File: config.mk
export PLATFORM = sky130hd
export DESIGN_NAME = bb3_ctrl
export DESIGN_NICKNAME = d
export VERILOG_FILES = /design/src/rtl/bb3_pkg.sv /design/src/rtl/bb3_ctrl.sv
export SDC_FILE = /design/constraint.sdc
export NUM_CORES = 1
export LEC_CHECK = 0
export BUFFER_PORTS_ARGS = -buffer_cell sky130_fd_sc_hd__clkbuf_2
export CORE_AREA = 2 2 39 41
export DETAILED_ROUTE_END_ITERATION = 8
export DIE_AREA = 0 0 41 43
export PLACE_DENSITY = 0.52
export RECOVER_POWER = 100
export SLEW_MARGIN = 20
export SYNTH_ARGS = -nofsm -noshare
export SYNTH_HDL_FRONTEND = slang
export SYNTH_SLANG_ARGS = --single-unit
File: constraint.sdc
create_clock -name clock -period 1.5 [get_ports clock]
set_clock_uncertainty 0.2 [all_clocks]
set_input_delay 0.3 -clock clock [delete_from_list [all_inputs] [get_ports clock]]
set_output_delay 0.3 -clock clock [all_outputs]
set_load 0.005 [all_outputs]
File: src/rtl/bb3_pkg.sv
// Shared constants, types and tables for the 3x3 box blur.
// No dependencies; imported by bb3_ctrl, bb3_datapath, box_blur_3x3 and the testbench.
`timescale 1ns / 1ps

package bb3_pkg;

   // frame limits and geometry register format
   localparam int MAX_WIDTH  = 1024;
   localparam int MAX_HEIGHT = 1024;
   localparam int DIM_W      = 11;
   localparam logic [DIM_W-1:0] DIM_RESET = 11'd1024;

   localparam int COL_W = (MAX_WIDTH > 1) ? $clog2(MAX_WIDTH) : 1;
   localparam int ROW_W = (MAX_HEIGHT > 1) ? $clog2(MAX_HEIGHT) : 1;
   // written-minus-emitted count, peaks at width plus two
   localparam int LAG_W = $clog2(MAX_WIDTH + 3);

   // three line stores in rotation by row mod 3
   localparam int NUM_BANKS = 3;
   localparam int BANK_W    = 2;

   // pixel channels
   localparam int NUM_CH   = 3;
   localparam int CH_W     = 8;
   localparam int CH_RED   = 2;
   localparam int CH_GREEN = 1;
   localparam int CH_BLUE  = 0;

   // mean arithmetic: sum of up to nine channels, count 1..9
   localparam int SUM_W       = $clog2(9 * 255 + 1);
   localparam int NUM_W       = 4;
   localparam int X_W         = SUM_W + 1;
   localparam int RECIP_SHIFT = 20;
   localparam int RECIP_W     = 20;
   localparam int PROD_W      = X_W + RECIP_W;

   // input operation code
   localparam logic OP_PIXEL = 1'b0;

   // configuration register indexes
   localparam int CSR_IDX_W = 1;
   localparam logic [CSR_IDX_W-1:0] CSR_IMAGE_WIDTH  = 1'b0;
   localparam logic [CSR_IDX_W-1:0] CSR_IMAGE_HEIGHT = 1'b1;

   typedef logic [NUM_CH-1:0][CH_W-1:0] bb3_pixel_type;

   typedef enum logic [1:0] {
      STEP_LEFT,
      STEP_CENTRE,
      STEP_RIGHT
   } bb3_step_type;

   typedef enum logic [2:0] {
      ST_IDLE,
      ST_READ,
      ST_DRAIN,
      ST_MUL,
      ST_OUT
   } bb3_state_type;

   typedef struct packed {
      logic         accept;
      logic         rd_en;
      bb3_step_type rd_step;
      logic         mul_en;
      logic         out_load;
   } bb3_cmd_type;

   typedef struct packed {
      logic emit;
      logic out_free;
   } bb3_status_type;

   // ceil(2^20 / (2n)); (2*sum+n) * recip >> 20 gives the rounded mean exactly
   function automatic logic [RECIP_W-1:0] recip(input logic [NUM_W-1:0] n);
      logic [RECIP_W-1:0] m;
      case (n)
         4'd1:    m = 20'd524288;
         4'd2:    m = 20'd262144;
         4'd3:    m = 20'd174763;
         4'd4:    m = 20'd131072;
         4'd5:    m = 20'd104858;
         4'd6:    m = 20'd87382;
         4'd7:    m = 20'd74899;
         4'd8:    m = 20'd65536;
         4'd9:    m = 20'd58255;
         default: m = 20'd524288;
      endcase
      return m;
   endfunction

endpackage

File: src/rtl/bb3_ctrl.sv
// Sequencer for the box blur: accepts words, runs the three column reads,
// the multiply and the output load. Depends on bb3_pkg.
`timescale 1ns / 1ps

module bb3_ctrl (
   input  logic                    clock,
   input  logic                    reset,
   input  logic                    req_valid,
   output logic                    req_stall,
   input  bb3_pkg::bb3_status_type status,
   output bb3_pkg::bb3_cmd_type    cmd
);

   import bb3_pkg::*;

   bb3_state_type state_ff, state_in;
   bb3_step_type  step_ff, step_in;

   // state register
   always_ff @(posedge clock) begin
      if (reset) begin
         state_ff <= ST_IDLE;
         step_ff  <= STEP_LEFT;
      end else begin
         state_ff <= state_in;
         step_ff  <= step_in;
      end
   end

   // next state and commands
   always_comb begin
      state_in  = state_ff;
      step_in   = step_ff;
      cmd       = '0;
      req_stall = 1'b1;
      unique case (state_ff)
         ST_IDLE: begin
            req_stall  = 1'b0;
            cmd.accept = req_valid;
            if (req_valid && status.emit) begin
               state_in = ST_READ;
               step_in  = STEP_LEFT;
            end
         end
         ST_READ: begin
            cmd.rd_en   = 1'b1;
            cmd.rd_step = step_ff;
            unique case (step_ff)
               STEP_LEFT:   step_in = STEP_CENTRE;
               STEP_CENTRE: step_in = STEP_RIGHT;
               default: begin
                  step_in  = STEP_LEFT;
                  state_in = ST_DRAIN;
               end
            endcase
         end
         // last column's read data lands in the accumulator
         ST_DRAIN: begin
            state_in = ST_MUL;
         end
         ST_MUL: begin
            cmd.mul_en = 1'b1;
            state_in   = ST_OUT;
         end
         // hold until the output register is free
         ST_OUT: begin
            if (status.out_free) begin
               cmd.out_load = 1'b1;
               state_in     = ST_IDLE;
            end
         end
         default: begin
            state_in = ST_IDLE;
         end
      endcase
   end

endmodule

==> summary.txt <==
number of clock sinks: 5
CP max stage cell: or3_4
CTS tree: yes
Inserted Clock Buffers: 3
pwr/cell area: 750 mW/mm^2
global-route usage over all layers: 9.83%
f_max: 601 MHz
sequential fraction of the synthesis area: 33.1%
Worst setup EP type: primary output
drt pass-1 iters: 4
max-slew violation count: 0
nets@finish: 60
grt total ovfl: 0
share of the synthesized area in the top cell type: 33.1%
FF/Latch Area: 109 sq um
CP Data Required Time: 1.00 ns
WL/cell: 10.7 um
post-route cell area: 472 sq um
crit path max fanout: 4
Clock Latency Late Sink: 0.24 ns
vias: 312
hold buffer count at cts: 0
Yosys cell types: 20
ranking of synthesized cells by area: dfxtp_1 33%, nor4b_4 7.9%, nor2_1 6.2%, a311oi_2 5.0%, and2_1 4.1%
initial antenna violation count: 0
top-level I/O count: 12
syn_nets: 38
DR vias/cell: 4.46
Final min period: 1.67 ns
Worst IR Drop VDD: 0.260 mV
CP Class: flip-flop to primary output
placed cell area: 387 sq um
n_diodes: 0
Final setup viols: 6
max cap viols: 0
drt drc: 0
Slew HR: 83.8%
vias in the first global route: 270
CTS max path bufs: 2
Synth Cell Area: 303 sq um
failing checks: setup timing
delay-heaviest family, CP: simple AND/OR/NAND/NOR gates
core area: 0.00138 sq mm
final antenna-violating net count: 0
CP max stage delay: 0.40 ns
Bufs and invs on worst path: 1
largest area contributor in the netlist: dfxtp_1
share of layout cells above drive strength 1: 55.6%
Setup TNS: -0.575 ns
leakage: 0.217 nW
Slew @ Worst Pin: 0.239 ns
Final WS setup: -0.165 ns
largest net degree at the start of global routing: 7
clk root buf: clkbuf_4
area delta synth->final: 55.8%
initial core utilization: 21.9%
Syn Area/Cell: 9.18 sq um
die height: 43 um
final WL: 749 um
most frequent cells in the layout: 8 x buf_4, 6 x clkbuf_2, 4 x nor2_1, 4 x buf_2, 3 x clkbuf_4
HPWL Detailed: 479 um
initial DRC count: 5
startpoint types: flip-flop
dpl ws: 0.0727 ns
fin cells: 70
die area: 0.00176 sq mm
Worst Hold Class: input port to flip-flop
chip width: 41 um
H-Tree Depth: 1
critical path arrival: 1.17 ns
first-pass GRT wire length: 1080 um
Final Hold Vio Count: 0
Synth warnings: 0
cell row count: 14
Multi-input gate area: 188 sq um
Fill cells: 153
clock slew at reported path FFs: 0.04 ns
I/O Buffers: 11
Mapped Cells: 33
Placer Congestion: 0.749
Final Cycle Share: 111%
most common cell after layout, fill and taps aside: buf_4
# placed instances: 61
CP cell instances: or3_4 > nor2_4 > clkbuf_2
outcome: finished with violations
overall power: 354 uW
RSZ-0062 raised after global routing: yes
Synth Register Bits: 5
metrics by stage:
stage               utilization (%)  hold slack [ns]
floorplan                         -            0.168
global placement               27.9            0.298
detailed placement             27.9            0.295
CTS                            33.1           0.0920
global route                   34.1           0.0937
finish                         34.1            0.111
layout make-up:
cell class | count | share of cell area, %
multi-input cells | 24 | 39.8
repair buffers | 20 | 26.5
flip-flops and latches | 5 | 23.1
clock buffers | 4 | 5.57
well taps | 16 | 4.24
inverters | 1 | 0.796
timing repair:
item / 4_1_cts / 5_1_grt
endpoints found under the setup margin: 7 / 8
gates resized for setup: 6 / 9
buffers inserted: 4 / 1
pin swaps: 2 / 4
Yosys cell counts, drive strengths merged:
| cell type | number |
|---|---|
| nor4bb | 1 |
| a21o | 1 |
| nor3b | 1 |
| or3 | 1 |
| buf | 3 |
| inv | 1 |
| nand2 | 2 |
| and3b | 1 |
| dfxtp | 5 |
| and2 | 2 |
| a311oi | 1 |
| a21oi | 1 |
| mux2 | 1 |
| nor2 | 5 |
| a21bo | 1 |
| o21ai | 2 |
| nor4b | 2 |
| nor3 | 2 |
report_power, final:
part	internal, mW	total (mW)	switching, mW
Sequential	0.136	0.142	0.00579
Combinational	0.0314	0.0562	0.0248
Clock	0.101	0.156	0.0552
Total	0.268	0.354	0.0858
worst paths after layout:
path	startpoint	to	slack, ns	cells after the start
max	state_ff[0]	cmd[5]	-0.17	3
min	reset	state_ff[1]	0.11	2
max reg2reg	state_ff[2]	step_ff[0]	0.04	5
min reg2reg	step_ff[0]	step_ff[1]	0.30	2
logic make-up after synthesis:
group,after synthesis,share of synthesized area (%)
AO/OA/AOI/OAI,6,15.7
buffers and inverters,4,8.26
flip-flops,5,33.1
multiplexers,1,3.72
AND/OR/NAND/NOR,17,39.3
state kept, by name, summed over array words and instances, names as in the netlist:
name	flops
step_ff	2
state_ff	3
metal layers:
layer  part of all wire, %  global-route usage [%]  up-vias  wire (um)
li1                      -                       -      157          -
met4                     0                    12.0        0          0
met5                     0                       0        -          0
met3                   3.3                    1.57        0         25
met1                    43                    10.3      148        321
met2                    54                    14.1        7        402
Note: power is estimated with default switching activity, not from simulation.
